File: config.mk
export PLATFORM = sky130hd
export DESIGN_NAME = bcs_divider
export DESIGN_NICKNAME = d
export VERILOG_FILES = /design/src/sv/bcs_divider.sv
export SDC_FILE = /design/constraint.sdc
export NUM_CORES = 1
export LEC_CHECK = 0
export BUFFER_PORTS_ARGS = -buffer_cell sky130_fd_sc_hd__buf_2
export CAP_MARGIN = 20
export CORE_ASPECT_RATIO = 1.25
export CORE_MARGIN = 2
export CORE_UTILIZATION = 35
export CTS_BUF_LIST = sky130_fd_sc_hd__clkbuf_4 sky130_fd_sc_hd__clkbuf_8
export DETAILED_ROUTE_END_ITERATION = 8
export PLACE_DENSITY = 0.55
export SYNTH_ARGS = -nofsm -noshare
export SYNTH_HDL_FRONTEND = slang
export SYNTH_SLANG_ARGS = --single-unit
export TNS_END_PERCENT = 20
File: constraint.sdc
create_clock -name clk -period 2.6 [get_ports clk]
set_input_delay 0.39 -clock clk [delete_from_list [all_inputs] [get_ports clk]]
set_output_delay 0.39 -clock clk [all_outputs]
set_load 0.005 [all_outputs]
File: src/sv/bcs_divider.sv
`default_nettype none
// restoring divider, one quotient bit per cycle, unsigned 32/16
module bcs_divider (
    input  wire logic        clk,
    input  wire logic        rst_n,
    input  wire logic        start,
    input  wire logic [31:0] dividend,
    input  wire logic [15:0] divisor,
    output logic [31:0]      quotient,
    output logic             busy,
    output logic             done
);
    logic [31:0] quot_reg, quot_next;
    logic [16:0] rem_reg, rem_next;
    logic [5:0]  cnt_reg, cnt_next;
    logic        busy_reg, busy_next;
    logic        done_reg, done_next;
    logic [16:0] trial;
    logic [17:0] diff;

    always_comb
    begin
        trial     = {rem_reg[15:0], quot_reg[31]};
        diff      = {1'b0, trial} - {2'b00, divisor};
        quot_next = quot_reg;
        rem_next  = rem_reg;
        cnt_next  = cnt_reg;
        busy_next = busy_reg;
        done_next = 1'b0;
        if (start)
        begin
            quot_next = dividend;
            rem_next  = '0;
            cnt_next  = 6'd32;
            busy_next = 1'b1;
        end
        else if (busy_reg)
        begin
            if (!diff[17])
            begin
                rem_next  = diff[16:0];
                quot_next = {quot_reg[30:0], 1'b1};
            end
            else
            begin
                rem_next  = trial;
                quot_next = {quot_reg[30:0], 1'b0};
            end
            cnt_next = cnt_reg - 6'd1;
            if (cnt_reg == 6'd1)
            begin
                busy_next = 1'b0;
                done_next = 1'b1;
            end
        end
    end

    always_ff @(posedge clk or negedge rst_n)
    begin
        if (!rst_n)
        begin
            cnt_reg  <= '0;
            busy_reg <= 1'b0;
            done_reg <= 1'b0;
        end
        else
        begin
            cnt_reg  <= cnt_next;
            busy_reg <= busy_next;
            done_reg <= done_next;
        end
    end

    always_ff @(posedge clk)
    begin
        quot_reg <= quot_next;
        rem_reg  <= rem_next;
    end

    assign quotient = quot_reg;
    assign busy     = busy_reg;
    assign done     = done_reg;
endmodule
`default_nettype wire

== After elaboration in Yosys (flattened, before gate mapping) ==
Cells that the tools add are included.

* Muxes and demuxes: 12
* Reduce and logical (&&, ||, !) cells: 1
* Equal/unequal tests: 1
* Add/subtract/negate cells: 2

{| class="wikitable"
|+ Operators with widths
! kind !! count
|-
| $mux 32 || 2
|-
| $sub 17x16->18 || 1
|-
| $mux 16 || 1
|-
| $mux 6 || 2
|-
| $mux 1 || 7
|-
| $eq 6x1->1 const B || 1
|-
| $sub 6x1->6 const B || 1
|-
| $reduce_bool 2->1 || 1
|}

* Output and inout bits: 34
* Register bits after elaboration: 56

== Logic depth before layout (Yosys ltp) ==
Gate-level depths: netlist of the first run.

* Depth in word-level cells: 4
* Depth in mapped cells: 11

== Least setup slack after synthesis of the first run ==
Ideal clock, no wire load.

* Path kind: in2reg
* Start: input divisor[12]
* End: register rem_reg[7]
* Cell stages on the path: 10
* Arrival time: 2190 ps
* Slack: 319 ps
* Buffers on the path: 2
* Required time: 2509 ps
* Setup time: 91 ps
* Path through: inv_1 ha_1 buf_4 and3_1 buf_4 nand2_1 a2111o_1 a21o_1 a211o_1 a311oi_1

* Cells in the longest elaborated chain, start to end: 2

{| class="wikitable"
|+ Ends and longest elaborated chain
! what !! RTL line !! RTL
|-
| start, declared || 8 || <nowiki>input wire logic [15:0] divisor,</nowiki>
|-
| $sub 17x16->18 || 24 || <nowiki>diff = {1'b0, trial} - {2'b00, divisor};</nowiki>
|-
| $mux 16 || 39 || <nowiki>if (!diff[17])</nowiki>
|-
| end signal, assigned || 77 || <nowiki>rem_reg <= rem_next;</nowiki>
|-
| end, declared || 14 || <nowiki>logic [16:0] rem_reg, rem_next;</nowiki>
|}

Every way passes these cells.
A chain may end at the register's enable or synchronous reset.

== Worst setup path after layout of the first run ==
* Start: register quot_reg[31], in the netlist quotient[31]
* End: register rem_reg[14]

* Cells in the longest elaborated chain, start to end: 2

{| class="wikitable"
|+ Ends and longest elaborated chain
! what !! RTL line !! RTL
|-
| start, declared || 13 || <nowiki>logic [31:0] quot_reg, quot_next;</nowiki>
|-
| start signal, assigned || 76 || <nowiki>quot_reg <= quot_next;</nowiki>
|-
| $sub 17x16->18 || 24 ||
|-
| $mux 16 || 39 ||
|}

Every way passes these cells.

==> results of run 1 <==
==> final timing paths <==
check | endpoint | slack (ps)
setup / recovery | rem_reg[14]$_SDFFE_PP0P_ | 210
hold / removal | quotient[3]$_DFFE_PP_ | 360
setup reg to reg | rem_reg[14]$_SDFFE_PP0P_ | 210
hold reg to reg | rem_reg[4]$_SDFFE_PP0P_ | 520
max in group asynchronous | busy$_DFF_PN0_ | 2010
min in group asynchronous | cnt_reg[0]$_DFFE_PN0P_ | 420
==> final cells by class <==
type,count,area share [%]
repair buffers,104,14.1
clock inverters,3,0.514
well taps,126,3.81
clock buffers,5,1.66
inverters,21,1.90
multi-input cells,240,42.2
flip-flops and latches,56,35.8
==> power groups by stage <==
stage / registers (uW) / logic [uW] / clock network, uW
2_1_floorplan: 1320 / 1070 / 0
4_1_cts: 1340 / 1550 / 542
5_1_grt: 1370 / 1740 / 563
6_report: 1340 / 1540 / 519
3_3_place_gp: 1350 / 1540 / 0
3_5_place_dp: 1360 / 1530 / 0
==> per-layer routing <==
metal,GRT usage (%),share of wire (%),vias to the layer above
li1,-,-,1426
met1,20.1,44,1403
met2,28.5,48,104
met3,3.50,5.9,13
met4,5.57,2.1,0
met5,0,0,-
==> logic make-up after synthesis <==
kind of cell	Yosys count
AOI/OAI and AO/OA	82
xor gates and xnor gates	14
adders and majority gates	19
buffers and inverters	40
DFF	56
muxes	33
and+or+nand+nor	92
==> cells in the final DEF (no fill, tap or decap), drive strengths merged, types with 2 or more instances in the layout <==
cell type	Yosys	layout
dfxtp	16	16
dfrtp	8	8
nand3	13	13
a21oi	17	17
nor3	4	4
o21a	2	2
nor3b	6	6
a311oi	10	10
o211ai	5	5
or4	2	2
ha	18	18
a31oi	7	7
nand2b	6	6
clkbuf	13	5
o311ai	2	2
mux2	32	32
nand2	21	21
o31ai	3	3
buf	6	103
a211o	3	3
nor2b	2	2
o21ai	18	18
inv	21	23
xor2	7	7
a211oi	4	4
a21o	4	4
or3	4	4
edfxtp	32	32
xnor2	7	7
nor2	27	27
==> through the flow <==
step / hold WS (ps) / instance area (um2) / setup WS (ps)
after global placement: 247 / 4040 / 122
after global routing: 342 / 4140 / 37.1
final: 361 / 4140 / 213
after CTS: 348 / 4140 / 210
after detailed placement: 246 / 4040 / 113
after floorplan: 94.4 / 3390 / 319
==> timing repair <==
item,in CTS,in global routing
gates resized for setup,0,1
endpoints found under the hold margin,8,0
setup endpoints to repair,0,1
hold buffers,1,0
==> flow_metrics.py, run 1 <==
metrics = {
    "placed_design": {
        "dp_hpwl_um": 6250,
        "gp_congestion": 0.869,
        "io_buffers": 84,
        "dp.cells": 546,
    },
    "power_and_ir_drop": {
        "irDropWorstVdd_v": 0.000446,
        "power_density_mw_per_mm2": 821,
        "seq_power_share_pct": 39.4,
        "p_int_uw": 2080,
        "switching_share_pct": 38.7,
        "p_comb_share_pct": 45.4,
        "clkPwrFrac_pct": 15.3,
        "p_leak_uw": 0.00179,
        "p_total_uw": 3400,
        "power.net_switching_uw": 1310,
    },
    "cells_and_area": {
        "n_antenna_cell": 0,
        "finalNetCount": 498,
        "drive_gt1_share_pct": 34.3,
        "fin_cells": 555,
        "largest_register_ff_count": 32,
        "post-route-util_pct": 43.5,
        "ff_latch_area_mm2": 0.00148,
        "syn2layout_area_growth_pct": 22.2,
        "nFillCells": 953,
        "multi_input_area_mm2": 0.00175,
    },
    "setup_path": {
        "crit_path_max_incr_delay_ps": 400,
        "crit_path_cell_trace": "inv_1 > ha_1 > fa_1 > nand2b_1 > a21o_1 > a211oi_1 > nor3_1 > xor2_1 > o31ai_1",
        "worstSetupPathType": "reg2reg",
        "worstSetupStartpoint": "quotient[31]$_DFFE_PP_",
        "cp-start-kind": "flip-flop",
        "crit_cells": 9,
        "crit_family": "compound AO/OA/AOI/OAI gates",
        "cp.required_ps": 2830,
        "slowest_stage": "edfxtp_1",
        "path_buf_inv": 1,
        "end_kind": "flip-flop",
        "worstPathArrival_ps": 2610,
        "cp_max_fo": 4,
        "r2r_start": "quotient[31]$_DFFE_PP_",
        "ff2ff_path_depth": 9,
    },
    "global_route": {
        "grt.overflow.total": 0,
        "grt_pass1_vias": 2915,
        "track_usage_pct": 16.3,
        "antenna_found_initial": 0,
        "grt_max_degree": 26,
        "grt_pass1_wl_um": 13800,
    },
    "run": {
        "maxCapViolations": 0,
    },
    "clock_tree": {
        "cts_sinks": 56,
        "cts-htree-levels": 2,
        "postCtsSetupBuffers": 0,
        "cts_tree": "yes",
        "cts_inserted_buffers": 5,
        "insertion_delay_ps": 330,
        "clkSlewWorstSetupHoldPaths_ps": 110,
        "clock-root-buffer": "clkbuf_8",
        "clk_path_buf_depth": 2,
    },
    "die": {
        "die_y_um": 114,
        "start_util_pct": 35.6,
        "fp.dieArea_mm2": 0.0105,
        "placementRows": 40,
        "coreArea_mm2": 0.00951,
        "die_w_um": 92.0,
        "io_pins": 85,
    },
    "routing": {
        "ant_nets": 0,
        "wl_per_cell_um": 15.2,
        "viasPerCell": 5.31,
        "route.detailed.drc": 0,
        "drtIter0Drc": 108,
        "via_count": 2946,
        "dr.pass1.iters": 4,
        "finalWirelength_um": 8430,
    },
    "logic_synthesis": {
        "yosys_warnings": 0,
        "synth_area_leaders": "edfxtp_1 (28%), mux2_2 (11%), dfxtp_1 (9.5%), ha_1 (6.6%), dfrtp_1 (5.9%)",
        "avgSynthCellArea_um2": 10.1,
        "ys_ff_latch": 56,
        "synth_top_family_by_area": "compound AO/OA/AOI/OAI gates",
        "synthCells": 336,
        "syn_nets": 406,
        "yosys.area_share.adder_pct": 7.24,
        "yosys.area.top_type": "edfxtp_1",
        "synth-edff-count": 32,
        "synthTopCellsByCount": "edfxtp_1 (32), mux2_2 (32), nor2_1 (27)",
        "synth_xor_area_share_pct": 3.62,
        "post_synth_num_cell_types": 49,
        "ys.flop_type": "edfxtp_1",
        "synth_async_sr_flop_share_pct": 14.3,
        "yosys.area_share.simple_pct": 13.4,
        "yosysSeqAreaShare_pct": 43.7,
        "synthesis.area_mm2": 0.00339,
        "yosysTopAreaCellShare_pct": 28.4,
        "synth_compound_area_share_pct": 16.2,
        "muxShareOfSynthArea_pct": 10.9,
    },
    "outcome": {
        "status": "finished, final reports clean",
    },
    "timing": {
        "slew_headroom_pct": 62.9,
        "skew_ps": 15.3,
        "max_freq_ghz": 0.419,
        "fin_crit_ps": 2390,
        "hold_violations": 0,
        "final-setup-viol-count": 0,
        "rsz0062_at_grt": "no",
        "tightest_slew_ps": 551,
        "fin_crit_sh_pct": 91.8,
        "setup-tns-final_ps": 0,
        "slew_viol_final": 0,
    },
    "min_path": {
        "worstHoldStart": "dividend[3]",
        "worstHoldPathType": "in2reg",
        "hold-path-cell-count": 2,
    },
}
Power figures use the tool's default switching activity.
==> run 2, diff against run 1 <==
--- a/config.mk
+++ b/config.mk
@@ -6,7 +6,7 @@
 export NUM_CORES = 1
 export LEC_CHECK = 0
 export BUFFER_PORTS_ARGS = -buffer_cell sky130_fd_sc_hd__buf_2
-export CAP_MARGIN = 20
+export CAP_MARGIN = 25
 export CORE_ASPECT_RATIO = 1.25
 export CORE_MARGIN = 2
 export CORE_UTILIZATION = 35
==> constraint.sdc (replaced) <==
create_clock -name clk -period 2.4 [get_ports clk]
set_input_delay 0.36 -clock clk [delete_from_list [all_inputs] [get_ports clk]]
set_output_delay 0.36 -clock clk [all_outputs]
set_load 0.005 [all_outputs]
==> run 2 against run 1 <==
Effect of this change:
- core utilization rose by 1.7 points
- clock skew decreased by 8.6 ps
- via count shrank 1.0%
- die area unchanged
- first-iteration DRC count unchanged
- global-route usage shrank 0.069 points
- largest cell class unchanged
==> flow_metrics.py, run 2 (synthesis results as in run 1) <==
metrics = {
    "cells_and_area": {
        "drive_gt1_share_pct": 37.8,
        "largest_register_ff_count": 32,
        "layout_common_cells": "buf_2 (84), buf_4 (33), mux2_2 (32), edfxtp_1 (32), nor2_1 (27)",
        "finalNetCount": 513,
        "syn2layout_area_growth_pct": 26.8,
        "n_antenna_cell": 0,
        "final_common_cell": "buf_2",
        "nFillCells": 978,
        "finalInstanceArea_mm2": 0.00430,
    },
    "timing": {
        "final-setup-viol-count": 0,
        "slew_viol_final": 0,
        "hold_ws_ps": 331,
        "fin_crit_ps": 2340,
        "max_freq_ghz": 0.428,
        "rsz0062_at_grt": "yes",
        "fin_crit_sh_pct": 97.3,
        "slew_headroom_pct": 57.5,
        "skew_ps": 6.70,
        "tightest_slew_ps": 638,
        "hold_violations": 0,
    },
    "setup_path": {
        "end_kind": "flip-flop",
        "r2r_slack_ps": 60,
        "path_buf_inv": 0,
        "crit_family": "compound AO/OA/AOI/OAI gates",
        "cp.required_ps": 2640,
        "cp_max_fo": 6,
        "worstPathArrival_ps": 2580,
        "ff2ff_path_depth": 7,
        "r2r_start": "rem_reg[3]$_SDFFE_PP0P_",
        "r2r-end": "rem_reg[7]$_SDFFE_PP0P_",
        "slowest_stage": "a2111o_1",
        "worstSetupPathType": "reg2reg",
        "crit_path_max_incr_delay_ps": 420,
        "cp-start-kind": "flip-flop",
        "crit_path_cell_trace": "ha_1 > o211ai_1 > a21o_1 > a2111o_1 > a21o_2 > a211o_1 > a311oi_1",
    },
    "die": {
        "fp.dieArea_mm2": 0.0105,
        "placementRows": 40,
        "coreArea_mm2": 0.00951,
        "io_pins": 85,
        "die_w_um": 92.0,
        "start_util_pct": 35.6,
        "die_y_um": 114,
    },
    "routing": {
        "route.detailed.drc": 0,
        "via_count": 2916,
        "viasPerCell": 5.12,
        "drtIter0Drc": 108,
        "wl_per_cell_um": 14.7,
        "dr.pass1.iters": 4,
        "ant_nets": 0,
        "finalWirelength_um": 8370,
    },
    "clock_tree": {
        "cts_sinks": 56,
        "clk_path_buf_depth": 2,
        "cts_tree": "yes",
        "insertion_delay_ps": 320,
        "clock-root-buffer": "clkbuf_8",
        "clkSlewWorstSetupHoldPaths_ps": 110,
        "cts-htree-levels": 2,
        "postCtsSetupBuffers": 0,
        "cts_inserted_buffers": 5,
    },
    "min_path": {
        "worstHoldStart": "dividend[23]",
        "hold_path_end": "quotient[23]$_DFFE_PP_",
        "worstHoldPathType": "in2reg",
        "hold-path-cell-count": 2,
    },
    "global_route": {
        "antenna_found_initial": 0,
        "grt_pass1_vias": 2996,
        "grt.overflow.total": 0,
        "track_usage_pct": 16.3,
        "grt_pass1_wl_um": 13800,
        "grt_max_degree": 33,
    },
    "power_and_ir_drop": {
        "power_density_mw_per_mm2": 902,
        "irDropWorstVdd_v": 0.000370,
        "p_leak_uw": 0.00188,
    },
    "placed_design": {
        "gp_congestion": 0.833,
        "placed_area_mm2": 0.00415,
        "io_buffers": 84,
        "dp_hpwl_um": 6300,
    },
    "outcome": {
        "status": "finished, final reports clean",
    },
    "run": {
        "maxCapViolations": 0,
    },
}
[run 2: changes by cell type in the layout (fill, tap and decap cells not counted), moves of 2 or more]
cell | before | now
inv_6 | 2 | 0
o21ai_0 | 18 | 16
o21ai_1 | 0 | 2
buf_4 | 18 | 33
[run 2: layout make-up]
cell class,count,area [um2],area share [%]
clock buffers,6,82.6,1.92
clock inverters,2,38.8,0.902
inverters,21,78.8,1.83
multi-input cells,240,1760,41.0
flip-flops and latches,56,1480,34.5
well taps,126,158,3.67
repair buffers,119,698,16.2
[run 2: layer usage]
layer	up-vias	wire length (um)	GRT usage, %
li1	1461	-	-
met1	1367	3650	19.6
met2	77	4120	28.1
met3	11	437	4.03
met4	0	160	5.97
met5	-	0	0
[run 2: how the worst max path moves through the flow]
stage / cells after the start / end / slack, ps / start
after detailed placement: 9 / rem_reg[7]$_SDFFE_PP0P_ / -70 / divisor[10]
after global routing: 8 / rem_reg[7]$_SDFFE_PP0P_ / -50 / quotient[31]$_DFFE_PP_
final: 7 / rem_reg[7]$_SDFFE_PP0P_ / 60 / rem_reg[3]$_SDFFE_PP0P_
after CTS: 7 / rem_reg[7]$_SDFFE_PP0P_ / 40 / rem_reg[9]$_SDFFE_PP0P_
after global placement: 9 / rem_reg[7]$_SDFFE_PP0P_ / -40 / divisor[4]
after floorplan: 10 / rem_reg[7]$_SDFFE_PP0P_ / 150 / divisor[12]
[run 2: worst reg2reg max path: stages (launching register included)]
cell	delay [ps]
dfxtp_1	350
ha_1	320
o211ai_1	100
a21o_1	220
a2111o_1	420
a21o_2	280
a211o_1	320
a311oi_1	250
[run 2: timing repair]
action	in CTS	in global routing
endpoints found under the setup margin	0	17
endpoints found under the hold margin	8	0
gates resized for setup	0	8
hold buffers	1	0
[run 2: report_power, final]
| part | switching (uW) | total (uW) | leakage [uW] | internal, uW |
|---|---|---|---|---|
| clock | 336 | 678 | 0.0000614 | 342 |
| combinational | 904 | 1760 | 0.00125 | 855 |
| sequential | 171 | 1440 | 0.000567 | 1270 |
[run 2: stage by stage]
step / worst slack (ps) / utilization (%) / power (uW) / setup TNS [ps] / instances
finish: 64.5 / 45.2 / 3880 / 0 / 570
global route: -49.6 / 45.2 / 4180 / -51.9 / 570
CTS: 41.4 / 45.0 / 3900 / 0 / 570
detailed placement: -66.9 / 43.6 / 3200 / -206 / 561
global placement: -35.7 / 43.6 / 3190 / -35.7 / 561
floorplan: 149 / - / 2580 / 0 / 336
==> run 3, diff against run 2 <==
--- a/config.mk
+++ b/config.mk
@@ -9,10 +9,10 @@
 export CAP_MARGIN = 25
 export CORE_ASPECT_RATIO = 1.25
 export CORE_MARGIN = 2
-export CORE_UTILIZATION = 35
+export CORE_UTILIZATION = 55
 export CTS_BUF_LIST = sky130_fd_sc_hd__clkbuf_4 sky130_fd_sc_hd__clkbuf_8
 export DETAILED_ROUTE_END_ITERATION = 8
-export PLACE_DENSITY = 0.55
+export PLACE_DENSITY = 0.81
 export SYNTH_ARGS = -nofsm -noshare
 export SYNTH_HDL_FRONTEND = slang
 export SYNTH_SLANG_ARGS = --single-unit
==> constraint.sdc (replaced) <==
create_clock -name clk -period 2.6 [get_ports clk]
set_input_delay 0.39 -clock clk [delete_from_list [all_inputs] [get_ports clk]]
set_output_delay 0.39 -clock clk [all_outputs]
set_load 0.005 [all_outputs]
==> run 3 against run 2 <==
Effect of this change:
- die area down 35%
- cell area down 5.7%
- hold slack better by 43 ps
- combinational power down 14%
- register-to-register slack better by 130 ps
- via count down 0.34%
- clock power down 24%
- sequential share of layout area up 2.1 points
- sequential power down 8%
- critical path type unchanged
- largest power group unchanged
==> flow_metrics.py, run 3 (synthesis results as in run 1) <==
metrics = {
    "cells_and_area": {
        "n_antenna_cell": 0,
        "multi_input_area_mm2": 0.00174,
        "post-route-util_pct": 69.2,
        "drive_gt1_share_pct": 33.8,
        "largest_register_ff_count": 32,
        "syn2layout_area_growth_pct": 19.6,
        "final_common_cell": "buf_2",
        "finalNetCount": 495,
        "nFillCells": 445,
        "layout_common_cells": "buf_2 (84), mux2_2 (32), edfxtp_1 (32), nor2_1 (27)",
        "ff_latch_area_mm2": 0.00148,
    },
    "clock_tree": {
        "cts_sinks": 56,
        "clkSlewWorstSetupHoldPaths_ps": 110,
        "clock-root-buffer": "clkbuf_8",
        "cts_inserted_buffers": 5,
        "cts_tree": "yes",
        "insertion_delay_ps": 310,
        "clk_path_buf_depth": 2,
        "cts-htree-levels": 2,
    },
    "placed_design": {
        "place_ws_ps": 121,
        "dp_hpwl_um": 5690,
        "io_buffers": 84,
        "gp_congestion": 0.882,
    },
    "routing": {
        "wl_met3_um": 531,
        "finalWirelength_um": 7640,
        "ant_nets": 0,
        "drtIter0Drc": 174,
        "wl_met2_um": 3790,
        "dr.pass1.iters": 5,
        "viasPerCell": 5.72,
        "wl_per_cell_um": 15.0,
        "via_count": 2906,
        "route.detailed.drc": 0,
        "met1_length_um": 3220,
        "top_layer_used": "met4",
    },
    "global_route": {
        "grt.overflow.total": 0,
        "grt_pass1_wl_um": 12600,
        "antenna_found_initial": 0,
        "grt_max_degree": 36,
        "track_usage_pct": 23.3,
        "grt_pass1_vias": 2846,
    },
    "setup_path": {
        "cp.required_ps": 2780,
        "r2r-end": "rem_reg[13]$_SDFFE_PP0P_",
        "worstSetupStartpoint": "rem_reg[9]$_SDFFE_PP0P_",
        "worstPathArrival_ps": 2580,
        "cp_max_fo": 6,
        "r2r_start": "rem_reg[9]$_SDFFE_PP0P_",
        "endpoint": "rem_reg[13]$_SDFFE_PP0P_",
        "ff2ff_path_depth": 7,
        "end_kind": "flip-flop",
        "cp-start-kind": "flip-flop",
        "r2r_slack_ps": 200,
        "worstSetupPathType": "reg2reg",
    },
    "power_and_ir_drop": {
        "power_density_mw_per_mm2": 831,
        "p_leak_uw": 0.00177,
        "irDropWorstVdd_v": 0.000565,
        "p_total_uw": 3370,
    },
    "run": {
        "maxCapViolations": 0,
    },
    "die": {
        "coreArea_mm2": 0.00586,
        "fp.dieArea_mm2": 0.00681,
        "io_pins": 85,
        "placementRows": 31,
        "start_util_pct": 57.9,
        "die_y_um": 91.8,
        "die_w_um": 74.2,
    },
    "timing": {
        "tightest_slew_ps": 653,
        "skew_ps": 6.48,
        "fin_crit_ps": 2400,
        "final.setup.worst_slack_ps": 198,
        "hold_ws_ps": 373,
        "max_freq_ghz": 0.416,
        "fin_crit_sh_pct": 92.4,
        "slew_headroom_pct": 55.3,
        "hold_violations": 0,
        "final-setup-viol-count": 0,
        "slew_viol_final": 0,
        "rsz0062_at_grt": "no",
        "setup-tns-final_ps": 0,
    },
    "min_path": {
        "worstHoldPathType": "in2reg",
    },
    "outcome": {
        "status": "finished, final reports clean",
    },
}
## run 3: worst min-delay path by stage
| stage | endpoint | startpoint | slack [ps] | cells past startpoint |
|---|---|---|---|---|
| final | quotient[18]$_DFFE_PP_ | dividend[18] | 370 | 2 |
| after global routing | quotient[7]$_DFFE_PP_ | dividend[7] | 360 | 2 |
| after CTS | quotient[18]$_DFFE_PP_ | dividend[18] | 370 | 2 |
| after detailed placement | busy$_DFF_PN0_ | rst_n | 240 | 1 |
| after global placement | done$_DFF_PN0_ | rst_n | 240 | 1 |
| after floorplan | busy$_DFF_PN0_ | rst_n | 90 | 0 |
## run 3: what timing repair did
action                    CTS  global route
setup buffers               0             0
gates resized for setup     0             0
hold buffers                1             0
hold endpoints to repair    8             0
## run 3: worst max-delay path, cell delays in order (launching register included)
cell and delay, ps:
dfxtp_1 340, ha_1 360, and3_1 310, nand2_1 110
a2111oi_0 600, o21ai_0 200, a31oi_1 250, a211oi_1 100
## run 3: area by class of cell
cell class | instances | share of cell area [%]
inverter | 21 | 1.95
sequential | 56 | 36.6
clock buffer | 5 | 1.70
timing repair buffer | 101 | 13.6
clock inverter | 3 | 0.679
multi-input combinational | 240 | 43.0
tap | 82 | 2.53
## run 3: layer usage
metal / track usage [%] / vias to the layer above
met2: 39.5 / 121
met4: 5.61 / 0
li1: - / 1427
met1: 29.4 / 1346
met3: 5.60 / 12
met5: 0 / -
## run 3: stage by stage
step	cell area, um2	std cells
2_1_floorplan	3390	336
3_3_place_gp	3950	499
3_5_place_dp	3950	499
4_1_cts	4050	508
5_1_grt	4050	508
6_report	4050	508
## run 3: power by group
group          internal (uW)  switching (uW)  total, uW
registers               1170             157       1330
clock network            199             314        513
logic                    713             812       1520
total                   2080            1280       3370
